### src/hdl/page_lcd_pixel_writer_macros.svh
// Assertion macros for the page LCD pixel writer.
`ifndef PAGE_LCD_PIXEL_WRITER_MACROS_SVH
`define PAGE_LCD_PIXEL_WRITER_MACROS_SVH

// Same-cycle implication, checked out of reset.
`define PLW_ASSERT_NOW(label, ante, cons) \
    label: assert property (@(posedge i_clk) disable iff (!i_rst_n) (ante) |-> (cons)) \
        else $error("plw assertion failed");

// Next-cycle implication, checked out of reset.
`define PLW_ASSERT_NEXT(label, ante, cons) \
    label: assert property (@(posedge i_clk) disable iff (!i_rst_n) (ante) |=> (cons)) \
        else $error("plw assertion failed");

`endif

### src/hdl/plw_pkg.sv
// Shared types and constants for the page LCD pixel writer.
`timescale 1ns / 1ps

package plw_pkg;

    localparam int PLW_COLUMNS       = 102;
    localparam int PLW_ROWS          = 64;
    localparam int PLW_ROWS_PER_PAGE = 8;
    // wide enough for column * pages + page at any legal size
    localparam int PLW_IDX_W         = 13;
    localparam int PLW_PADDR_W       = 4;
    localparam int PLW_PDATA_W       = 32;

    localparam logic [7:0] PLW_NIBBLE_MASK      = 8'h0F;
    localparam logic [7:0] PLW_PAGE_BASE_RST    = 8'd176;
    localparam logic [7:0] PLW_COL_LO_BASE_RST  = 8'd0;
    localparam logic [7:0] PLW_COL_HI_BASE_RST  = 8'd16;

    typedef enum logic {
        OP_WRITE = 1'b0,
        OP_CHECK = 1'b1
    } t_op;

    typedef enum logic [1:0] {
        REG_PAGE_BASE   = 2'd0,
        REG_COL_LO_BASE = 2'd1,
        REG_COL_HI_BASE = 2'd2
    } t_reg_idx;

    typedef struct packed {
        logic [7:0] page_base;
        logic [7:0] col_lo_base;
        logic [7:0] col_hi_base;
    } t_cfg;

endpackage

### src/hdl/plw_cfg_regs.sv
// APB register file holding the three command base bytes.
`timescale 1ns / 1ps

module plw_cfg_regs import plw_pkg::*; (
    input  logic                   i_clk,
    input  logic                   i_rst_n,
    input  logic                   i_psel,
    input  logic                   i_penable,
    input  logic                   i_pwrite,
    input  logic [PLW_PADDR_W-1:0] i_paddr,
    input  logic [PLW_PDATA_W-1:0] i_pwdata,
    output logic [PLW_PDATA_W-1:0] o_prdata,
    output logic                   o_pready,
    output t_cfg                   o_cfg
);

    t_cfg     r_cfg;
    t_reg_idx w_idx;
    logic     w_wr;

    assign o_pready = 1'b1;
    assign w_idx    = t_reg_idx'(i_paddr[3:2]);
    assign w_wr     = i_psel && i_penable && i_pwrite;
    assign o_cfg    = r_cfg;

    always_ff @(posedge i_clk) begin
        if (!i_rst_n) begin
            r_cfg.page_base   <= PLW_PAGE_BASE_RST;
            r_cfg.col_lo_base <= PLW_COL_LO_BASE_RST;
            r_cfg.col_hi_base <= PLW_COL_HI_BASE_RST;
        end else if (w_wr) begin
            case (w_idx)
                REG_PAGE_BASE:   r_cfg.page_base   <= i_pwdata[7:0];
                REG_COL_LO_BASE: r_cfg.col_lo_base <= i_pwdata[7:0];
                REG_COL_HI_BASE: r_cfg.col_hi_base <= i_pwdata[7:0];
                default: ;
            endcase
        end
    end

    always_comb begin
        o_prdata = '0;
        case (w_idx)
            REG_PAGE_BASE:   o_prdata[7:0] = r_cfg.page_base;
            REG_COL_LO_BASE: o_prdata[7:0] = r_cfg.col_lo_base;
            REG_COL_HI_BASE: o_prdata[7:0] = r_cfg.col_hi_base;
            default:         o_prdata = '0;
        endcase
    end

endmodule

### config.mk
export PLATFORM = sky130hd
export DESIGN_NAME = plw_cfg_regs
export DESIGN_NICKNAME = d
export VERILOG_FILES = /design/src/hdl/page_lcd_pixel_writer_macros.svh /design/src/hdl/plw_pkg.sv /design/src/hdl/plw_cfg_regs.sv
export SDC_FILE = /design/constraint.sdc
export NUM_CORES = 1
export LEC_CHECK = 0
export ABC_AREA = 1
export BUFFER_PORTS_ARGS = -buffer_cell sky130_fd_sc_hd__buf_2
export CAP_MARGIN = 15
export CORE_UTILIZATION = 40
export CTS_BUF_LIST = sky130_fd_sc_hd__clkbuf_8
export DETAILED_ROUTE_END_ITERATION = 7
export PLACE_DENSITY = 0.79
export SLEW_MARGIN = 20
export SYNTH_ARGS = -nofsm -noshare
export SYNTH_HDL_FRONTEND = slang
export SYNTH_SLANG_ARGS = --single-unit
### constraint.sdc
create_clock -name i_clk -period 1.25 [get_ports i_clk]
set_clock_uncertainty 0.05 [all_clocks]
set_input_delay 0.25 -clock i_clk [delete_from_list [all_inputs] [get_ports i_clk]]
set_output_delay 0.25 -clock i_clk [all_outputs]
set_load 0.05 [all_outputs]
# == Yosys cells after proc, flatten, opt, wreduce, memory -nomap -nowiden ==
# Index checks and enable logic that the tools add are counted.
# op_classes
n_eq_ne,2
mux,1
reduce_logical,6
# op_table
operator,count
$pmux 8 s3,1
$reduce_and 2->1,3
$eq 2x1->1 const B,1
$eq 2x2->1 const B,1
$logic_and 1x1->1,2
$logic_not 2->1,1
# word_totals
register_bits,24
input_bits,41
output_inout_bits,57
wordCells,12

# == Depth between registers and ports, before layout ==
# Gate-level depths: netlist of run 1.
# logic_depth
ltp_word,3
depth_mapped,6
mapped_depth_nobuf,5

# == Least setup slack after synthesis of run 1 ==
# Ideal clock, no wire load.
# synth_path
path_type,register -> output
start,"register r_cfg, in the netlist o_cfg[8]"
end,output o_prdata[0]
t_arrival_ps,1139
t_required_ps,950
path_slack_ps,-189
stages_incl_launch_ff,3
n_path_buf,0
cell_sequence,dfxtp_1 -> nand2_1 -> nand3_1
# synth_via
elab_chain_cells,1
# synth_lines
element,line,source
from (decl),plw_cfg_regs.sv:17,t_cfg r_cfg;
$pmux 8 s3,plw_cfg_regs.sv:43,case (w_idx)
to (decl),plw_cfg_regs.sv:12,"output logic [PLW_PDATA_W-1:0] o_prdata,"
# Every way passes these cells.

# == Final worst setup path of run 1 ==
# layout_path
start,input i_paddr[3]
end,output o_prdata[7]
# layout_via
elab_chain_cells,2
elab_cells_between_ends,4
classes_between,eq/ne: 2; mux: 1; reduce/logical: 1
# layout_lines
element,line,source
from (decl),plw_cfg_regs.sv:10,"input logic [PLW_PADDR_W-1:0] i_paddr,"
"$eq 2x2->1, or another cell as far along",plw_cfg_regs.sv:43,
$pmux 8 s3 *,plw_cfg_regs.sv:43,
# Every way passes the cells marked *; elsewhere a longest branch is shown, timed or not.

==> results of run 1 <==
## cell type report
cell class,instances,area (um2),area share (%)
clock buffers,3,41.3,2.08
inverters,11,43.8,2.20
multi-input cells,162,783,39.4
flip-flops and latches,24,510,25.7
well taps,44,55.1,2.77
repair buffers,66,556,27.9
## through the flow
| step | util, % | total power, mW | setup slack [ns] | instance area, um2 | hold WS [ns] |
|---|---|---|---|---|---|
| after floorplan | - | 1.26 | 0.0144 | 1540 | 0.313 |
| after global placement | 53.5 | 1.30 | -0.178 | 1690 | 0.397 |
| after detailed placement | 53.5 | 1.30 | -0.188 | 1690 | 0.404 |
| after CTS | 60.6 | 1.80 | 0.000338 | 1910 | 0.181 |
| after global routing | 63.1 | 1.89 | -0.0255 | 1990 | 0.195 |
| final | 63.1 | 1.81 | 0.00901 | 1990 | 0.185 |
## worst max-delay path by stage
stage          startpoint     endpoint  cells past startpoint
5_1_grt        i_paddr[2]  o_prdata[0]                      6
4_1_cts        i_paddr[3]  o_prdata[2]                      7
6_report       i_paddr[3]  o_prdata[7]                      6
3_5_place_dp   i_paddr[3]  o_prdata[5]                      6
2_1_floorplan  i_paddr[3]  o_prdata[0]                      4
3_3_place_gp   i_paddr[3]  o_prdata[5]                      6
## worst max-delay path: stages
cell     delay [ns]
buf_12         0.11
nor2_4         0.15
buf_6          0.15
nand2_2        0.05
nand3_2        0.08
buf_8          0.14
## layout by cell type, fill, tap and decap left out
cell type,count
nand2_1,37
o21ai_0,1
clkdlybuf4s15_2,1
buf_12,4
inv_4,1
nand3_2,8
inv_1,9
nor2_4,6
bufbuf_16,1
inv_2,1
nand3_1,25
dfxtp_2,24
buf_8,7
nor2_1,41
clkbuf_8,3
buf_6,5
buf_4,12
nand2_2,19
conb_1,25
buf_2,36
## synthesized netlist by cell type
| cell | number |
|---|---|
| nand2_1 | 56 |
| nor2_1 | 42 |
| nand3_1 | 33 |
| buf_4 | 26 |
| dfxtp_1 | 24 |
| inv_1 | 9 |
| buf_6 | 5 |
| nor2_4 | 5 |
| conb_1 | 2 |
| inv_2 | 2 |
| buf_2 | 1 |
| o21ai_0 | 1 |
## per-layer routing
metal | track usage, % | part of all wire [%] | up-vias
li1 | - | - | 708
met5 | 0 | 0 | -
met1 | 24.0 | 43 | 613
met3 | 2.56 | 5.7 | 7
met2 | 31.2 | 50 | 62
met4 | 4.87 | 1.3 | 0
## power by group through the flow
| stage | Combinational (mW) | Sequential, mW | Clock (mW) |
|---|---|---|---|
| 2_1_floorplan | 0.389 | 0.872 | 0 |
| 3_3_place_gp | 0.485 | 0.813 | 0 |
| 3_5_place_dp | 0.488 | 0.814 | 0 |
| 4_1_cts | 0.546 | 0.796 | 0.454 |
| 5_1_grt | 0.602 | 0.800 | 0.487 |
| 6_report | 0.568 | 0.798 | 0.445 |
## cells by family (layout without fill, tap and decap cells)
group	Yosys count	in the layout	synth area share, %
AND/OR/NAND/NOR	136	136	42.7
buffers and inverters	43	80	21.6
flip-flops	24	24	34.8
other	2	25	0.544
AO/OA/AOI/OAI	1	1	0.362
## what timing repair did
item                       4_1_cts  5_1_grt
setup endpoints to repair        8        8
pin swaps                        5        9
setup buffers                    4        1
resized for setup               33       24
cloned                           2        0
==> qor.csv, run 1 <==
stage,metric,value,unit
synth,"Seq/Total Area, Yosys",34.8,%
layout,Post-layout nets,309,
clock_network,# hold bufs at CTS,0,
setup_path,CP endpoint kind,primary output,
pwr,Power Density,910,mW/mm2
routing,DR WL/cell,10.7,um
routing,final WL,3.32,mm
setup_path,R2R depth,2,
layout,area growth from synthesis to layout,44.2,%
placement,hpwl dp,2.26,mm
grt,antenna violations before repair,0,
timing,Slew Limit Fails,0,
clock_network,CTS tree,done,
floorplanning,Cell Rows,20,
routing,post-route ant nets,0,
clock_network,clock latency on the worst-skew pair,0.26,ns
timing,minimum clock period,1.24,ns
floorplanning,initial core utilization,43.8,%
floorplanning,DIE AREA,0.00369,mm2
timing,"Hold Vio Cnt, Final",0,
synth,Synth warnings,0,
layout,# diodes,0,
layout,number of flip-flops in the largest register,24,
setup_path,CP Data Arrival Time,0.94,ns
timing,Setup TNS Final,0,ns
placement,I/O Buffers,46,
setup_path,WP data required,0.95,ns
synth,biggest area consumer among synthesized cells,dfxtp_1,
floorplanning,core area,0.00315,mm2
floorplanning,I/O Pins,98,
pwr,Comb pwr share,31.3,%
synth,Netlist cell types,12,
worst_hold_path,hold worst-path end,o_cfg[21],
setup_path,Critical R2R Launch,o_cfg[15],
timing,# setup viols final,0,
setup_path,Critical R2R Capture,o_cfg[15],
routing,Starting DRT DRC Count,36,
grt,global-route wire length before repair,4.92,mm
grt,vias in the first global route,1104,
clock_network,maximum buffer depth of the clock tree,2,
worst_hold_path,HP Start,i_pwdata[5],
clock_network,CTS Root Cell,clkbuf_8,
pwr,internal cell power,1.16,mW
synth,#FFs+latches synth,24,
setup_path,Reg2Reg Setup Slack,0.59,ns
clock_network,# clock sinks,24,
grt,overall routing resource usage,18.2,%
placement,dpl cells,300,
pwr,Reg power frac,44.1,%
routing,Vias/cell,4.48,
routing,drt first pass iters,4,
clock_network,clk slew on worst S/H paths,0.08,ns
status,status,completed,
synth,syn avg cell area,6.70,um2
layout,Non-Filler Instances,310,
synth,Synth area leaders,"dfxtp_1, nand2_1, buf_4",
setup_path,critical path class,primary input to primary output,
layout,share of cells above drive strength 1,48.1,%
routing,routed vias,1390,
synth,Syn Inst Count,206,
placement,Placer Congestion,0.778,
setup_path,startpoint type of the worst setup path,primary input,
worst_hold_path,hold crit path type,primary input to register,
pwr,leak pwr,1.04,nW
pwr,NetSw,0.648,mW
layout,# fillers,306,
clock_network,CTS buffer count,3,
floorplanning,Die X,60.7,um
pwr,clock share of power,24.6,%
timing,RSZ-0062 raised after global routing,true,
synth,Mapped Area,0.00138,mm2
grt,largest net degree at the start of global routing,25,
pwr,"IR drop worst, VDD",0.533,mV
flow_run,Max Cap Viol,0,
timing,Max Clk Rate,806,MHz
synth,Synth top area share,34.8,%
setup_path,highest fanout seen on the critical path,5,
grt,total gr overflow,0,
timing,final worst-path cycle share,99.3,%
pwr,Net Sw Frac,35.8,%
worst_hold_path,hold path depth,3,
floorplanning,Die Y,60.7,um
routing,DRC,0,
clock_network,htree depth,1,
Note: power is estimated with default switching activity, not from simulation.
==> run 2, diff against run 1 <==
- CORE_ASPECT_RATIO: not set -> 0.6
==> run 2 against run 1 <==
Maximum frequency grew 1.3%. Final cell count shrank 0.32%. Sequential power is essentially flat. Clock power is essentially flat. Global-route usage grew 1.1 points. Worst hold slack lost 0.0074 ns. Flip-flop and latch count is the same. First-iteration DRC count grew 72%. Sequential share of layout area grew 0.54 points. Routed wire length grew 5.8%.
==> qor.csv, run 2 (synthesis gave the netlist of run 1 again) <==
stage,metric,value,unit
placement,Placer Congestion,0.800,
routing,DRC,0,
grt,vias in the first global route,1205,
clock_network,maximum buffer depth of the clock tree,2,
setup_path,crit path launch,i_paddr[2],
clock_network,CTS buffer count,3,
floorplanning,Cell Rows,16,
setup_path,Critical R2R Launch,o_cfg[14],
floorplanning,Die X,77.8,um
timing,final worst-path cycle share,98.0,%
setup_path,WP data required,0.95,ns
timing,worst setup margin,0.0246,ns
worst_hold_path,hold crit path type,primary input to register,
worst_hold_path,hold path depth,3,
clock_network,# clock sinks,24,
clock_network,CTS Root Cell,clkbuf_8,
layout,area growth from synthesis to layout,41.2,%
flow_run,Max Cap Viol,0,
grt,global-route wire length before repair,5.33,mm
clock_network,clock latency on the worst-skew pair,0.26,ns
pwr,Power Density,925,mW/mm2
clock_network,clk slew on worst S/H paths,0.08,ns
layout,share of cells above drive strength 1,48.9,%
setup_path,Reg2Reg Setup Slack,0.59,ns
routing,final WL,3.51,mm
floorplanning,I/O Pins,98,
timing,RSZ-0062 raised after global routing,true,
grt,met1 Track Usage GR,23.2,%
layout,"commonest cells after routing, fill and taps aside","nor2_1, buf_2, nand2_1",
floorplanning,Die Y,47.5,um
grt,GRT Max-Usage Layer,met2,
timing,minimum clock period,1.23,ns
layout,final instance area,0.00195,mm2
clock_network,htree depth,1,
setup_path,startpoint type of the worst setup path,primary input,
worst_hold_path,HP Start,i_pwdata[5],
routing,Starting DRT DRC Count,62,
setup_path,R2R depth,2,
routing,drt first pass iters,5,
timing,# setup viols final,0,
layout,# diodes,0,
status,status,completed,
setup_path,critical path class,primary input to primary output,
timing,Slew Limit Fails,0,
routing,Vias/cell,4.50,
layout,# fillers,340,
layout,Post-layout nets,307,
pwr,leak pwr,1.02,nW
floorplanning,DIE AREA,0.00370,mm2
placement,DP Worst Slack,-0.165,ns
floorplanning,core area,0.00328,mm2
setup_path,highest fanout seen on the critical path,6,
floorplanning,initial core utilization,42.0,%
grt,GRT met2 Usage,34.0,%
routing,post-route ant nets,0,
grt,total gr overflow,0,
routing,routed vias,1391,
setup_path,CP Data Arrival Time,0.93,ns
timing,Max Clk Rate,816,MHz
placement,dpl cell area,0.00169,mm2
clock_network,CTS tree,done,
layout,"most common cell after layout, fill and taps aside",nor2_1,
grt,met3 usage,6.48,%
placement,I/O Buffers,46,
worst_hold_path,hold worst-path end,o_cfg[21],
timing,WHS,0.178,ns
placement,hpwl dp,2.54,mm
timing,"Hold Vio Cnt, Final",0,
grt,antenna violations before repair,0,
setup_path,CP endpoint kind,primary output,
routing,DR WL/cell,11.4,um
setup_path,Critical R2R Capture,o_cfg[14],
grt,overall routing resource usage,19.3,%
pwr,"IR drop worst, VDD",0.560,mV
layout,number of flip-flops in the largest register,24,
grt,largest net degree at the start of global routing,25,
run 2: changes by cell type in the layout (fill, tap and decap cells not counted), sizes merged:
| cell | before | now |
|---|---|---|
| bufbuf | 1 | 0 |
| clkdlybuf4s15 | 1 | 0 |
run 2: worst max-delay path, stage by stage:
cell and delay (ns):
buf_12 0.11, nor2_4 0.13, buf_6 0.15, nand2_2 0.05, nand3_2 0.08, buf_8 0.15
run 2: where the power goes:
part | leakage [nW] | internal, mW | switching (mW)
Clock | 0.0216 | 0.215 | 0.232
Sequential | 0.202 | 0.784 | 0.0150
Combinational | 0.800 | 0.149 | 0.407
run 2: timing repair:
item | in CTS | in global routing
cloned | 0 | 0
setup buffers | 1 | 1
pin swaps | 1 | 10
hold buffers | 0 | 0
setup endpoints to repair | 8 | 8
resized for setup | 30 | 35
run 2: area by class of cell:
type | instances | area [um2] | area share [%]
multi-input combinational | 162 | 796 | 40.8
timing repair buffer | 64 | 498 | 25.6
inverter | 11 | 46.3 | 2.38
clock buffer | 3 | 41.3 | 2.12
sequential | 24 | 510 | 26.2
tap | 45 | 56.3 | 2.89
run 2: how the worst max path moves through the flow:
| stage | endpoint | slack [ns] | depth (start not counted) |
|---|---|---|---|
| floorplan | o_prdata[0] | 0.01 | 4 |
| global placement | o_prdata[7] | -0.15 | 6 |
| detailed placement | o_prdata[0] | -0.17 | 6 |
| CTS | o_prdata[4] | 0.007 | 7 |
| global route | o_prdata[7] | -0.01 | 6 |
| finish | o_prdata[7] | 0.02 | 6 |
run 2: through the flow:
step	total power, mW	cells	setup TNS, ns	utilization, %
after global placement	1.29	304	-1.05	51.4
after global routing	1.87	309	-0.0558	59.3
after detailed placement	1.30	304	-1.15	51.4
after CTS	1.78	308	0	55.9
final	1.80	309	0	59.3
after floorplan	1.26	229	0	-
run 2: routing by layer:
metal	vias to the layer above	wire [um]
met5	-	0
met4	0	44
met3	4	278
met2	55	1670
met1	630	1520
li1	702	-
